[src/hdl/aligned_residue_pair_statistics_macros.svh]
// assertion macros for the aligned residue pair statistics block
// used by the top level; needs nothing else
`ifndef ALIGNED_RESIDUE_PAIR_STATISTICS_MACROS_SVH
`define ALIGNED_RESIDUE_PAIR_STATISTICS_MACROS_SVH

// antecedent holds in this cycle, consequent in the same cycle
`define ARPS_ASSERT_SAME(lbl, clk, rst_n, ante, cons, msg) \
    lbl: assert property (@(posedge clk) disable iff (!rst_n) (ante) |-> (cons)) \
        else $error(msg);

// antecedent holds in this cycle, consequent in the next one
`define ARPS_ASSERT_NEXT(lbl, clk, rst_n, ante, cons, msg) \
    lbl: assert property (@(posedge clk) disable iff (!rst_n) (ante) |=> (cons)) \
        else $error(msg);

`endif

[src/hdl/arps_pkg.sv]
// shared types, residue codes and the substitution table
// for the aligned residue pair statistics block; no dependencies
`default_nettype none

package arps_pkg;

    localparam logic [7:0] CH_GAP = 8'h2E;
    localparam logic [7:0] CH_UNK = 8'h58;
    localparam logic [7:0] CH_A   = 8'h41;
    localparam logic [7:0] CH_D   = 8'h44;
    localparam logic [7:0] CH_E   = 8'h45;
    localparam logic [7:0] CH_F   = 8'h46;
    localparam logic [7:0] CH_I   = 8'h49;
    localparam logic [7:0] CH_K   = 8'h4B;
    localparam logic [7:0] CH_L   = 8'h4C;
    localparam logic [7:0] CH_N   = 8'h4E;
    localparam logic [7:0] CH_Q   = 8'h51;
    localparam logic [7:0] CH_R   = 8'h52;
    localparam logic [7:0] CH_S   = 8'h53;
    localparam logic [7:0] CH_T   = 8'h54;
    localparam logic [7:0] CH_V   = 8'h56;
    localparam logic [7:0] CH_Y   = 8'h59;

    // counter slots
    localparam int NUM_CNT     = 10;
    localparam int CNT_IDENT   = 0;
    localparam int CNT_CONS    = 1;
    localparam int CNT_DIFF    = 2;
    localparam int CNT_COMP    = 3;
    localparam int CNT_UNK_A   = 4;
    localparam int CNT_UNK_B   = 5;
    localparam int CNT_GAP_A   = 6;
    localparam int CNT_GAP_B   = 7;
    localparam int CNT_LEN_A   = 8;
    localparam int CNT_LEN_B   = 9;

    typedef enum logic [2:0] {
        CLS_SKIP    = 3'd0,
        CLS_GAP_UNK = 3'd1,
        CLS_IDENT   = 3'd2,
        CLS_CONS    = 3'd3,
        CLS_DIFF    = 3'd4
    } t_pair_class;

    typedef struct packed {
        logic        skip;
        logic        gap_a;
        logic        gap_b;
        logic        unk_a;
        logic        unk_b;
        logic        compared;
        logic        ident;
        logic        cons;
        logic        diff;
        t_pair_class cls;
    } t_pair_flags;

    // one direction of the conservative substitution groups
    function automatic logic one_way(input logic [7:0] a, input logic [7:0] b);
        logic r;
        r = 1'b0;
        case (a)
            CH_A:    r = (b == CH_S);
            CH_D:    r = b inside {CH_E, CH_N};
            CH_E:    r = (b == CH_Q);
            CH_F:    r = (b == CH_Y);
            CH_I:    r = b inside {CH_L, CH_V};
            CH_K:    r = (b == CH_R);
            CH_L:    r = (b == CH_V);
            CH_N:    r = (b == CH_Q);
            CH_S:    r = (b == CH_T);
            default: r = 1'b0;
        endcase
        return r;
    endfunction

    function automatic logic is_conservative(input logic [7:0] a, input logic [7:0] b);
        return one_way(a, b) || one_way(b, a);
    endfunction

endpackage

`default_nettype wire

[src/hdl/arps_classify.sv]
// pair classifier: gap, unknown and substitution flags for one residue pair
// depends on arps_pkg
`default_nettype none

module arps_classify
    import arps_pkg::*;
(
    input  wire logic [7:0]  i_res_a,
    input  wire logic [7:0]  i_res_b,
    output t_pair_flags      o_flags
);

    logic w_gap_a, w_gap_b, w_unk_a, w_unk_b, w_skip, w_comp, w_same, w_cons;

    assign w_gap_a = (i_res_a == CH_GAP);
    assign w_gap_b = (i_res_b == CH_GAP);
    assign w_unk_a = (i_res_a == CH_UNK);
    assign w_unk_b = (i_res_b == CH_UNK);
    assign w_skip  = w_gap_a && w_gap_b;
    assign w_comp  = !(w_gap_a || w_gap_b || w_unk_a || w_unk_b);
    assign w_same  = (i_res_a == i_res_b);
    assign w_cons  = is_conservative(i_res_a, i_res_b);

    always_comb begin
        o_flags          = '0;
        o_flags.skip     = w_skip;
        o_flags.gap_a    = w_gap_a;
        o_flags.gap_b    = w_gap_b;
        o_flags.unk_a    = w_unk_a;
        o_flags.unk_b    = w_unk_b;
        o_flags.compared = w_comp;
        o_flags.ident    = w_comp && w_same;
        o_flags.cons     = w_comp && !w_same && w_cons;
        o_flags.diff     = w_comp && !w_same && !w_cons;
        if (w_skip) begin
            o_flags.cls = CLS_SKIP;
        end else if (!w_comp) begin
            o_flags.cls = CLS_GAP_UNK;
        end else if (w_same) begin
            o_flags.cls = CLS_IDENT;
        end else if (w_cons) begin
            o_flags.cls = CLS_CONS;
        end else begin
            o_flags.cls = CLS_DIFF;
        end
    end

endmodule

`default_nettype wire

[src/hdl/arps_counter.sv]
// saturating event counter with synchronous clear on load
// no dependencies
`default_nettype none

module arps_counter #(
    parameter int WIDTH = 24
) (
    input  wire logic             i_clk,
    input  wire logic             i_rst_n,
    input  wire logic             i_load,
    input  wire logic             i_clr,
    input  wire logic             i_inc,
    output logic [WIDTH-1:0]      o_count
);

    logic [WIDTH-1:0] r_count, n_count, w_base;

    assign w_base = i_clr ? '0 : r_count;

    always_comb begin
        n_count = r_count;
        if (i_load) begin
            n_count = (i_inc && !(&w_base)) ? w_base + 1'b1 : w_base;
        end
    end

    always_ff @(posedge i_clk) begin
        if (!i_rst_n) begin
            r_count <= '0;
        end else begin
            r_count <= n_count;
        end
    end

    assign o_count = r_count;

endmodule

`default_nettype wire

[src/hdl/aligned_residue_pair_statistics.sv]
// aligned residue pair statistics, top level: input register, classifier,
// counter bank and result register; depends on arps_pkg, arps_classify,
// arps_counter and aligned_residue_pair_statistics_macros.svh
//
// usage
//   input channel: one aligned residue pair per transaction, with start_new
//   to clear every counter before that pair counts. a transaction completes
//   when i_in_valid is high and o_in_stall is low
//   output channel: one result per input transaction, the pair class and all
//   ten counters after the update; taken when o_out_valid is high and
//   i_out_stall is low
//   path: a taken pair waits in the input register until the result slot
//   is free, then is classified into the counter bank and class register
//   throughput: one pair per cycle while i_out_stall is low, set by the single
//   classify and increment step from the input register to the counter registers
//   stall: a stalled result holds; one more pair waits in the input register,
//   after which o_in_stall rises until the result is taken
//   reset: synchronous, active low; empties both stages and zeroes counters
//   counters saturate at all ones
`default_nettype none

module aligned_residue_pair_statistics
    import arps_pkg::*;
#(
    parameter int COUNT_WIDTH = 24
) (
    input  wire logic                   i_clk,
    input  wire logic                   i_rst_n,
    // input channel
    input  wire logic                   i_in_valid,
    output logic                        o_in_stall,
    input  wire logic [7:0]             i_residue_first,
    input  wire logic [7:0]             i_residue_second,
    input  wire logic                   i_start_new,
    // output channel
    output logic                        o_out_valid,
    input  wire logic                   i_out_stall,
    output logic [2:0]                  o_pair_class,
    output logic [COUNT_WIDTH-1:0]      o_identical_count,
    output logic [COUNT_WIDTH-1:0]      o_conservative_count,
    output logic [COUNT_WIDTH-1:0]      o_different_count,
    output logic [COUNT_WIDTH-1:0]      o_compared_count,
    output logic [COUNT_WIDTH-1:0]      o_unknown_first_count,
    output logic [COUNT_WIDTH-1:0]      o_unknown_second_count,
    output logic [COUNT_WIDTH-1:0]      o_gap_first_count,
    output logic [COUNT_WIDTH-1:0]      o_gap_second_count,
    output logic [COUNT_WIDTH-1:0]      o_length_first_count,
    output logic [COUNT_WIDTH-1:0]      o_length_second_count
);

`include "aligned_residue_pair_statistics_macros.svh"

    // input stage
    logic        r_s1_valid;
    logic [7:0]  r_s1_res_a;
    logic [7:0]  r_s1_res_b;
    logic        r_s1_start;

    // result stage: class register plus the counter bank itself
    logic        r_out_valid;
    t_pair_class r_out_class;

    logic        w_load;      // input stage moves into the result stage
    logic        w_s1_take;   // new input transaction completes
    t_pair_flags w_flags;
    logic [NUM_CNT-1:0] w_inc;
    logic [COUNT_WIDTH-1:0] w_count [NUM_CNT];

    // result slot frees up when empty or being taken this cycle
    assign w_load     = r_s1_valid && (!r_out_valid || !i_out_stall);
    assign o_in_stall = r_s1_valid && !w_load;
    assign w_s1_take  = i_in_valid && !o_in_stall;

    always_ff @(posedge i_clk) begin
        if (!i_rst_n) begin
            r_s1_valid <= 1'b0;
        end else if (w_s1_take) begin
            r_s1_valid <= 1'b1;
        end else if (w_load) begin
            r_s1_valid <= 1'b0;
        end
    end

    always_ff @(posedge i_clk) begin
        if (w_s1_take) begin
            r_s1_res_a <= i_residue_first;
            r_s1_res_b <= i_residue_second;
            r_s1_start <= i_start_new;
        end
    end

    arps_classify u_classify (
        .i_res_a (r_s1_res_a),
        .i_res_b (r_s1_res_b),
        .o_flags (w_flags)
    );

    // which counters move for this pair; unknown implies not a gap
    always_comb begin
        w_inc            = '0;
        w_inc[CNT_IDENT] = w_flags.ident;
        w_inc[CNT_CONS]  = w_flags.cons;
        w_inc[CNT_DIFF]  = w_flags.diff;
        w_inc[CNT_COMP]  = w_flags.compared;
        w_inc[CNT_UNK_A] = w_flags.unk_a;
        w_inc[CNT_UNK_B] = w_flags.unk_b;
        w_inc[CNT_GAP_A] = !w_flags.skip && w_flags.gap_a;
        w_inc[CNT_GAP_B] = !w_flags.skip && w_flags.gap_b;
        w_inc[CNT_LEN_A] = !w_flags.gap_a;
        w_inc[CNT_LEN_B] = !w_flags.gap_b;
    end

    for (genvar g = 0; g < NUM_CNT; g++) begin : g_cnt
        arps_counter #(
            .WIDTH (COUNT_WIDTH)
        ) u_counter (
            .i_clk   (i_clk),
            .i_rst_n (i_rst_n),
            .i_load  (w_load),
            .i_clr   (r_s1_start),
            .i_inc   (w_inc[g]),
            .o_count (w_count[g])
        );
    end

    always_ff @(posedge i_clk) begin
        if (!i_rst_n) begin
            r_out_valid <= 1'b0;
        end else if (w_load) begin
            r_out_valid <= 1'b1;
        end else if (!i_out_stall) begin
            r_out_valid <= 1'b0;
        end
    end

    always_ff @(posedge i_clk) begin
        if (w_load) begin
            r_out_class <= w_flags.cls;
        end
    end

    assign o_out_valid            = r_out_valid;
    assign o_pair_class           = r_out_class;
    assign o_identical_count      = w_count[CNT_IDENT];
    assign o_conservative_count   = w_count[CNT_CONS];
    assign o_different_count      = w_count[CNT_DIFF];
    assign o_compared_count       = w_count[CNT_COMP];
    assign o_unknown_first_count  = w_count[CNT_UNK_A];
    assign o_unknown_second_count = w_count[CNT_UNK_B];
    assign o_gap_first_count      = w_count[CNT_GAP_A];
    assign o_gap_second_count     = w_count[CNT_GAP_B];
    assign o_length_first_count   = w_count[CNT_LEN_A];
    assign o_length_second_count  = w_count[CNT_LEN_B];

    // input side only backs up when a pair is already waiting
    `ARPS_ASSERT_SAME(a_stall_needs_pair, i_clk, i_rst_n, o_in_stall, r_s1_valid, "stall with empty input stage")

    // a skipped pair without clear leaves the length counters alone
    `ARPS_ASSERT_NEXT(a_skip_holds, i_clk, i_rst_n, w_load && w_flags.skip && !r_s1_start, (o_length_first_count == $past(o_length_first_count)) && (o_length_second_count == $past(o_length_second_count)), "skipped pair moved a length counter")

    // after a clear at most one pair has been compared
    `ARPS_ASSERT_NEXT(a_clear_compared, i_clk, i_rst_n, w_load && r_s1_start, o_compared_count <= COUNT_WIDTH'(1), "compared count not cleared")

    // a non-skipped pair always leaves a length or gap count on the first side
    `ARPS_ASSERT_NEXT(a_first_side_counts, i_clk, i_rst_n, w_load && !w_flags.skip, (o_length_first_count != '0) || (o_gap_first_count != '0), "first side not counted")

endmodule

`default_nettype wire

[config.mk]
export PLATFORM = sky130hd
export DESIGN_NAME = aligned_residue_pair_statistics
export DESIGN_NICKNAME = d
export VERILOG_FILES = /design/src/hdl/arps_pkg.sv /design/src/hdl/arps_classify.sv /design/src/hdl/arps_counter.sv /design/src/hdl/aligned_residue_pair_statistics.sv
export VERILOG_INCLUDE_DIRS = /design/src /design/src/hdl
export SDC_FILE = /design/constraint.sdc
export NUM_CORES = 1
export LEC_CHECK = 0
export BUFFER_PORTS_ARGS = -buffer_cell sky130_fd_sc_hd__clkbuf_2
export CORE_MARGIN = 2
export CORE_UTILIZATION = 35
export DETAILED_ROUTE_END_ITERATION = 10
export GPL_TIMING_DRIVEN = 0
export SYNTH_ARGS = -nofsm -noshare
export SYNTH_HDL_FRONTEND = slang
export SYNTH_SLANG_ARGS = --single-unit
[constraint.sdc]
create_clock -name i_clk -period 8.92 [get_ports i_clk]
set_clock_uncertainty 0.2 [all_clocks]
set_input_delay 1.338 -clock i_clk [delete_from_list [all_inputs] [get_ports i_clk]]
set_output_delay 1.338 -clock i_clk [all_outputs]
set_load 0.01 [all_outputs]
==> reports/qor.tcl, run 1 <==
set qor(number_of_global_route_vias_before_repair) 15100
set qor(cts.htree.levels) 1
set qor(drt_iter0_markers) 1926
set qor(post_cts.resized_instances) 0
set qor(fmax_mhz) 145
set qor(post_cts_hold_buffer_count) 0
set qor(vias_per_cell) 5.91
set qor(avgSynthCellArea_sq_um) 7.84
set qor(grt_start_max_net_pins) 18
set qor(placed_cells) 2695
set qor(cp-end-kind) {register}
set qor(clock_latency_ns) 0.59
set qor(filler_cell_count) 4258
set qor(synth_fp_nets) 1923
set qor(postLayoutCoreUtil_pct) 42.7
set qor(critical-path-slowest-cell) {sky130_fd_sc_hd__clkbuf_1}
set qor(grt_pass1_wl_microns) 94000
set qor(grt-ovfl-total) 0
set qor(synth_seq_cells) 262
set qor(postRouteAntennaNets) 0
set qor(finish.cell_count_without_fillers) 2751
set qor(post_synth_inst_count) 1892
set qor(clock-sinks) 262
set qor(top_level_ports) 266
set qor(setup_tns_final_ns) 0
set qor(ys.flop_type) {sky130_fd_sc_hd__dfxtp_1}
set qor(worst_ep_arrival_time_ns) 7.23
set qor(cts_root_buf) {sky130_fd_sc_hd__clkbuf_16}
set qor(gp_routability_congestion) 0.956
set qor(drv_slew) 0
set qor(number_of_antenna_violations_at_the_first_check_in_global_routing) 1
set qor(vias) 16300
set qor(clockBufferDepth) 3
set qor(number_of_synthesized_flops_with_an_enable_pin) 20
set qor(critPathRequiredTime_ns) 9.24
set qor(wl_microns) 63500
set qor(setup.worst_path.class) {reg2reg}
set qor(crit_path_cell_trace) {clkbuf_1 > clkbuf_1 > clkbuf_1 > clkbuf_1 > buf_1 > nor2b_1 > ha_1 > nand2_1 > or4b_2 > nor4_2 > nor4_2 > nand3_1 > a211o_1 > a21oi_1}
set qor(area_growth_syn_to_fin_pct) 20.5
set qor(hold_class) {reg2reg}
set qor(timing.critical_path.slowest_cell_delay_ns) 0.87
set qor(post_dp_hpwl_microns) 46500
set qor(outcome) {finished, final reports clean}
set qor(path_clk_slew_ns) 0.06
set qor(initial_core_util_pct) 35.4
set qor(period_minus_slack_ns) 6.91
set qor(grt_setup_unrepaired) {false}
set qor(hold_viol) 0
set qor(critPathMaxFanout) 10
set qor(die_w_microns) 210
set qor(final_nets) 2220
set qor(worstMarginPinSlew_ns) 1.25
set qor(tritoncts) {yes}
set qor(netlist_area_sq_mm) 0.0148
set qor(power.ir.vdd_worst_mv) 0.136
set qor(drt_pass_1_iters) 6
set qor(buffer_ports.inserted) 264
set qor(netlist-cell-type-count) 89
set qor(worst_slew_margin_rel_pct) 16.3
set qor(setup_viol) 0
set qor(total_leakage_power_nw) 6.61
set qor(worstSetupStartpointType) {register}
set qor(synthArstFlopShare_pct) 0
set qor(critical_path.most_common_cell) {sky130_fd_sc_hd__clkbuf_1}
set qor(post_detailed_route_drc_marker_count) 0
set qor(global_route.usage.total_pct) 27.8
set qor(tritoncts.num_buffers) 31
set qor(yosysSeqAreaShare_pct) 36.7
set qor(maxCapViolations) 0
set qor(floorplan.core_area_sq_mm) 0.0419
set qor(post_route_cells_drive_above_1_share_pct) 16.9
set qor(seq_area_sq_mm) 0.00545
set qor(wl_per_cell_microns) 23.1
set qor(diodes) 0
set qor(timing.reg2reg.setup_slack_ns) 2.01
set qor(rows) 75
set qor(footprint_of_the_multi_input_gates_sq_mm) 0.00875
set qor(die-height_microns) 210
set qor(final.period_utilization_pct) 77.5
set qor(yosysWarningCount) 0
set qor(fp.dieArea_sq_mm) 0.0440
set qor(cellPowerDensity_mw_per_mm2) 152
set qor(number_of_buffers_inserted_to_repair_setup_after_cts) 0
[report_power, final]
part / switching (W) / internal, W
clock network: 0.000541 / 0.000794
logic: 0.000144 / 0.0000370
registers: 0.0000120 / 0.00119
total: 0.000697 / 0.00202
[synth_stat cells (42+ instances only)]
library cell / count / area (sq um)
sky130_fd_sc_hd__nand2_1: 276 / 1040
sky130_fd_sc_hd__and3_1: 49 / 307
sky130_fd_sc_hd__nor3_1: 42 / 210
sky130_fd_sc_hd__xor2_1: 54 / 473
sky130_fd_sc_hd__clkbuf_1: 91 / 342
sky130_fd_sc_hd__xnor2_1: 55 / 482
sky130_fd_sc_hd__nand3_1: 142 / 711
sky130_fd_sc_hd__dfxtp_1: 242 / 4840
sky130_fd_sc_hd__nor2_1: 200 / 751
sky130_fd_sc_hd__nand4_1: 71 / 444
sky130_fd_sc_hd__o21ai_0: 70 / 350
sky130_fd_sc_hd__a21oi_1: 91 / 455
[routing by layer]
metal,track usage [%],vias up,part of all wire [%]
met1,35.6,7733,40
met3,7.89,170,12
li1,-,7431,-
met2,44.4,923,44
met4,10.9,2,4.0
met5,0,-,0.013
[sequential cells by signal, indices dropped and copies added (netlist names)]
name,flops
o_out_valid,1
r_s1_res_b,8
o_pair_class,3
g_cnt.u_counter.o_count,240
r_s1_res_a,8
r_s1_start,1
r_s1_valid,1
[area by class of cell]
type	instances	area share [%]
inverter	33	0.694
clock inverter	17	1.17
tap	539	3.78
multi-input combinational	1477	49.0
timing repair buffer	264	7.40
sequential	262	30.5
buffer	120	2.84
clock buffer	39	4.62
[metrics by stage]
stage          worst slack (ns)  cell area, sq um  hold slack (ns)  total power [W]
2_1_floorplan              4.93             14800            0.242          0.00132
3_3_place_gp               2.19             16800            0.256          0.00140
3_5_place_dp               2.22             16800            0.273          0.00140
4_1_cts                    2.19             17900            0.288          0.00273
5_1_grt                    1.94             17900            0.314          0.00279
6_report                   2.01             17900            0.288          0.00272
[critical path: cells and delay by family, from the launching register on]
family	cells	cell delay, ns
AO/OA/AOI/OAI	2	0.42
adder cells (fa/ha/maj)	1	0.31
buffers and inverters	5	3.77
flip-flops	1	0.61
AND/OR/NAND/NOR	6	1.53
[cells in the final DEF (no fill, tap or decap), types with 10 or more instances in the layout]
cell type	n
sky130_fd_sc_hd__ha_1	10
sky130_fd_sc_hd__o21ai_0	70
sky130_fd_sc_hd__buf_2	14
sky130_fd_sc_hd__and2_1	24
sky130_fd_sc_hd__nand3_1	142
sky130_fd_sc_hd__nand4_1	71
sky130_fd_sc_hd__mux2i_1	27
sky130_fd_sc_hd__xnor2_1	55
sky130_fd_sc_hd__nor3_1	42
sky130_fd_sc_hd__nand2b_1	11
sky130_fd_sc_hd__clkbuf_1	97
sky130_fd_sc_hd__edfxtp_1	20
sky130_fd_sc_hd__a21o_1	16
sky130_fd_sc_hd__nor4_1	22
sky130_fd_sc_hd__nand2_1	276
sky130_fd_sc_hd__clkbuf_16	31
sky130_fd_sc_hd__dfxtp_1	242
sky130_fd_sc_hd__inv_1	32
sky130_fd_sc_hd__a22oi_1	12
sky130_fd_sc_hd__or3_1	19
sky130_fd_sc_hd__nor2_1	200
sky130_fd_sc_hd__and4_1	18
sky130_fd_sc_hd__nand4b_1	13
sky130_fd_sc_hd__xor2_1	54
sky130_fd_sc_hd__o211ai_1	17
sky130_fd_sc_hd__a21oi_1	91
sky130_fd_sc_hd__clkbuf_2	266
sky130_fd_sc_hd__nor4b_1	10
sky130_fd_sc_hd__and3_1	49
sky130_fd_sc_hd__nor2b_1	30
sky130_fd_sc_hd__nor3b_1	13
sky130_fd_sc_hd__a31oi_1	20
sky130_fd_sc_hd__and4b_1	14
[logic make-up (layout without fill, tap and decap cells)]
logic type                 count (synthesis)  in the layout  share of synthesized area [%]
AOI/OAI and AO/OA                        311            311                           13.7
xor gates and xnor gates                 109            109                           6.44
adders and majority gates                 10             10                          0.844
buffers and inverters                    153            473                           4.26
DFF                                      262            262                           36.7
muxes                                     28             28                           1.90
and+or+nand+nor                         1019           1019                           36.1
[path summary, 6_finish.rpt]
path                                               from                                           to  cells past startpoint
worst max-delay path               r_s1_start$_DFFE_PP_  g_cnt[0].u_counter.o_count[21]$_SDFFE_PN0P_                     14
worst min-delay path            r_s1_valid$_SDFFE_PN0P_                     o_out_valid$_SDFFE_PN0P_                      2
worst max register to register     r_s1_start$_DFFE_PP_  g_cnt[0].u_counter.o_count[21]$_SDFFE_PN0P_                     14
worst min register to register  r_s1_valid$_SDFFE_PN0P_                     o_out_valid$_SDFFE_PN0P_                      2
No activity file was read; power rests on OpenSTA's default activity.
==> inputs of run 2 (changes only) <==
ABC_AREA = 1   (was not set)
clock period = 6.1 ns   (was 8.92 ns; I/O delays follow)
==> run 2 against run 1 <==
  * Clock power up 68%
  * Flip-flop and latch count unchanged
  * Die area up 22%
  * Register-to-register slack worse by 1.2 ns
  * Synthesized cell count up 58%
  * Combinational power up 79%
  * Critical path type unchanged
  * Critical endpoint is now g_cnt[6].u_counter.o_count[23]$_SDFFE_PN0P_
  * Largest power group unchanged
==> reports/qor.tcl, run 2 <==
set qor(setup.worst_path.class) {reg2reg}
set qor(grt_pass1_wl_microns) 118000
set qor(worstSetupStartpointType) {register}
set qor(worstMarginPinSlew_ns) 1.24
set qor(clock_latency_ns) 0.56
set qor(netlist_area_sq_mm) 0.0182
set qor(post_route_cells_drive_above_1_share_pct) 14.2
set qor(synth_most_common_cell) {sky130_fd_sc_hd__nand2_1}
set qor(maxCapViolations) 0
set qor(post_detailed_route_drc_marker_count) 0
set qor(setup_viol) 0
set qor(drt_pass_1_iters) 6
set qor(critPathRequiredTime_ns) 6.32
set qor(critical_path.startpoint) {r_s1_start$_DFFE_PP_}
set qor(p_comb_share_pct) 7.5
set qor(synth_seq_cells) 262
set qor(synth_fp_nets) 3019
set qor(worst_path_dominant_cell_family) {buffers and inverters}
set qor(internal_power_w) 0.00319
set qor(number_of_buffers_inserted_to_repair_setup_after_cts) 0
set qor(diodes) 0
set qor(final.period_utilization_pct) 87.3
set qor(grt_setup_unrepaired) {false}
set qor(placed_cells) 3933
set qor(min_from) {g_cnt[4].u_counter.o_count[9]$_SDFFE_PN0P_}
set qor(number_of_antenna_violations_at_the_first_check_in_global_routing) 2
set qor(area_growth_syn_to_fin_pct) 18.8
set qor(die_w_microns) 232
set qor(tritoncts.num_buffers) 35
set qor(holdWs_ns) 0.280
set qor(seq_power_share_pct) 40.7
set qor(hold_class) {reg2reg}
set qor(total_leakage_power_nw) 8.22
set qor(cp-end-kind) {register}
set qor(number_of_synthesized_flops_with_an_enable_pin) 20
set qor(floorplan.core_area_sq_mm) 0.0513
set qor(buffer_ports.inserted) 265
set qor(period_minus_slack_ns) 5.32
set qor(worst_ep_arrival_time_ns) 5.54
set qor(outcome) {finished, final reports clean}
set qor(grt-ovfl-total) 0
set qor(timing.critical_path.slowest_cell_delay_ns) 0.80
set qor(wl_per_cell_microns) 20.1
set qor(cp.buffers_inverters) 7
set qor(critical-path-slowest-cell) {sky130_fd_sc_hd__clkbuf_1}
set qor(ys.flop_type) {sky130_fd_sc_hd__dfxtp_1}
set qor(yosysWarningCount) 0
set qor(vias_per_cell) 5.25
set qor(r2r_start) {r_s1_start$_DFFE_PP_}
set qor(initial_core_util_pct) 35.4
set qor(avgSynthCellArea_sq_um) 6.08
set qor(post_dp_hpwl_microns) 60600
set qor(fp.dieArea_sq_mm) 0.0537
set qor(worst_slew_margin_rel_pct) 17.4
set qor(die-height_microns) 232
set qor(switching_share_pct) 26.2
set qor(finish.cell_count_without_fillers) 3996
set qor(final_nets) 3321
set qor(power.share.clock_pct) 51.8
set qor(post_synth_most_frequent_cells) {880 x sky130_fd_sc_hd__nand2_1, 413 x sky130_fd_sc_hd__nor2_1, 334 x sky130_fd_sc_hd__inv_1, 242 x sky130_fd_sc_hd__dfxtp_1, 165 x sky130_fd_sc_hd__nand3_1}
set qor(synthArstFlopShare_pct) 0
set qor(rows) 83
set qor(vias) 21000
set qor(layout.cells.most_common) {sky130_fd_sc_hd__nand2_1}
set qor(critPathMaxFanout) 10
set qor(post_cts.resized_instances) 0
set qor(clock-sinks) 262
set qor(cts.htree.levels) 2
set qor(crit_path_cell_trace) {buf_6 > buf_6 > buf_6 > buf_6 > buf_2 > buf_2 > clkbuf_1 > nor2_1 > ha_1 > nand4_1 > nor2_1 > nand2_1 > nor2_1 > nand2_1 > nand2_2 > nor2_1 > nand3_2 > nor2_1 > nand3_1 > xnor2_1 > nor2_1}
set qor(filler_cell_count) 5703
set qor(largest_reg_flops) 240
set qor(critical_path.most_common_cell) {sky130_fd_sc_hd__nor2_1}
set qor(top_level_ports) 266
set qor(global_route.usage.total_pct) 29.3
set qor(synth_top_cell_area_share_pct) 26.7
set qor(setup_tns_final_ns) 0
set qor(post_cts_hold_buffer_count) 0
set qor(netlist_top_cells_area) {sky130_fd_sc_hd__dfxtp_1 27%, sky130_fd_sc_hd__nand2_1 18%, sky130_fd_sc_hd__nor2_1 8.5%}
set qor(tritoncts) {yes}
set qor(post_synth_inst_count) 2988
set qor(grt_start_max_net_pins) 18
set qor(drv_slew) 0
set qor(clockBufferDepth) 3
set qor(gp_routability_congestion) 0.977
set qor(synthDominantAreaCellType) {sky130_fd_sc_hd__dfxtp_1}
set qor(hold_viol) 0
set qor(wl_microns) 80200
set qor(cellPowerDensity_mw_per_mm2) 200
set qor(postRouteAntennaNets) 0
set qor(yosysSeqAreaShare_pct) 30.0
set qor(cts_root_buf) {sky130_fd_sc_hd__clkbuf_16}
set qor(netlist-cell-type-count) 48
set qor(switchingPower_w) 0.00113
set qor(fmax_mhz) 188
set qor(number_of_global_route_vias_before_repair) 19000
set qor(power.ir.vdd_worst_mv) 0.148
set qor(path_clk_slew_ns) 0.06
set qor(drt_iter0_markers) 1943
set qor(final_cell_mix) {880 x sky130_fd_sc_hd__nand2_1, 413 x sky130_fd_sc_hd__nor2_1, 334 x sky130_fd_sc_hd__inv_1, 265 x sky130_fd_sc_hd__clkbuf_2, 242 x sky130_fd_sc_hd__dfxtp_1}
[run 2: changes by cell type in the layout (fill, tap and decap cells not counted), moves of 52 or more]
| cell | before | now |
|---|---|---|
| sky130_fd_sc_hd__nor3_1 | 42 | 118 |
| sky130_fd_sc_hd__nand2_1 | 276 | 880 |
| sky130_fd_sc_hd__a21oi_1 | 91 | 150 |
| sky130_fd_sc_hd__nor2_1 | 200 | 413 |
| sky130_fd_sc_hd__o21ai_1 | 0 | 52 |
| sky130_fd_sc_hd__inv_1 | 32 | 334 |
[run 2: cell families (layout without fill, tap and decap cells)]
group	after synthesis	in the layout	share of synthesized area, %
flops	262	262	30.0
compound gates	302	302	8.70
xor+xnor	116	116	5.59
simple gates	1820	1820	44.0
fa+ha+maj	10	10	0.689
buf+inv	478	806	11.0
[run 2: power by group through the flow]
stage	Combinational [W]	Clock, W	Sequential, W
floorplan	0.000153	0	0.00179
global placement	0.000314	0	0.00179
detailed placement	0.000313	0	0.00179
CTS	0.000314	0.00227	0.00176
global route	0.000333	0.00233	0.00176
finish	0.000324	0.00224	0.00176
[run 2: final timing paths]
check	to	slack, ns	cells past startpoint
min reg2reg	g_cnt[4].u_counter.o_count[9]$_SDFFE_PN0P_	0.28	2
max	g_cnt[6].u_counter.o_count[23]$_SDFFE_PN0P_	0.78	21
min	g_cnt[4].u_counter.o_count[9]$_SDFFE_PN0P_	0.28	2
max reg2reg	g_cnt[6].u_counter.o_count[23]$_SDFFE_PN0P_	0.78	21
[run 2: per-layer routing]
metal | vias up | routed length (microns) | GRT usage, % | share of wire [%]
li1 | 10200 | - | - | -
met1 | 9596 | 33500 | 39.0 | 42
met2 | 971 | 35100 | 46.1 | 44
met3 | 169 | 8040 | 5.70 | 10
met4 | 0 | 3500 | 12.4 | 4.4
met5 | - | 0 | 0 | 0
[run 2: area by class of cell]
cell class / instances / area (sq um) / share of cell area, %
Sequential cell: 262 / 5450 / 25.2
Buffer: 117 / 646 / 2.99
Clock buffer: 43 / 968 / 4.49
Inverter: 361 / 1360 / 6.31
Tap cell: 680 / 851 / 3.95
Multi-Input combinational cell: 2248 / 10700 / 49.7
Timing Repair Buffer: 265 / 1330 / 6.15
Clock inverter: 20 / 260 / 1.21
[run 2: per-stage QoR]
step / instance area [sq um] / utilization (%) / worst slack (ns) / total power, W
after floorplan: 18200 / - / 2.91 / 0.00194
after global placement: 20300 / 39.6 / 0.943 / 0.00211
after detailed placement: 20300 / 39.6 / 1.00 / 0.00211
after CTS: 21600 / 42.0 / 0.983 / 0.00434
after global routing: 21600 / 42.0 / 0.652 / 0.00442
final: 21600 / 42.0 / 0.776 / 0.00432
[run 2: tightest hold or removal path, delay by kind of cell (launching register included)]
family             cells  cell delay [ns]
DFF                    1             0.32
and+or+nand+nor        1             0.06
AOI/OAI and AO/OA      1             0.05
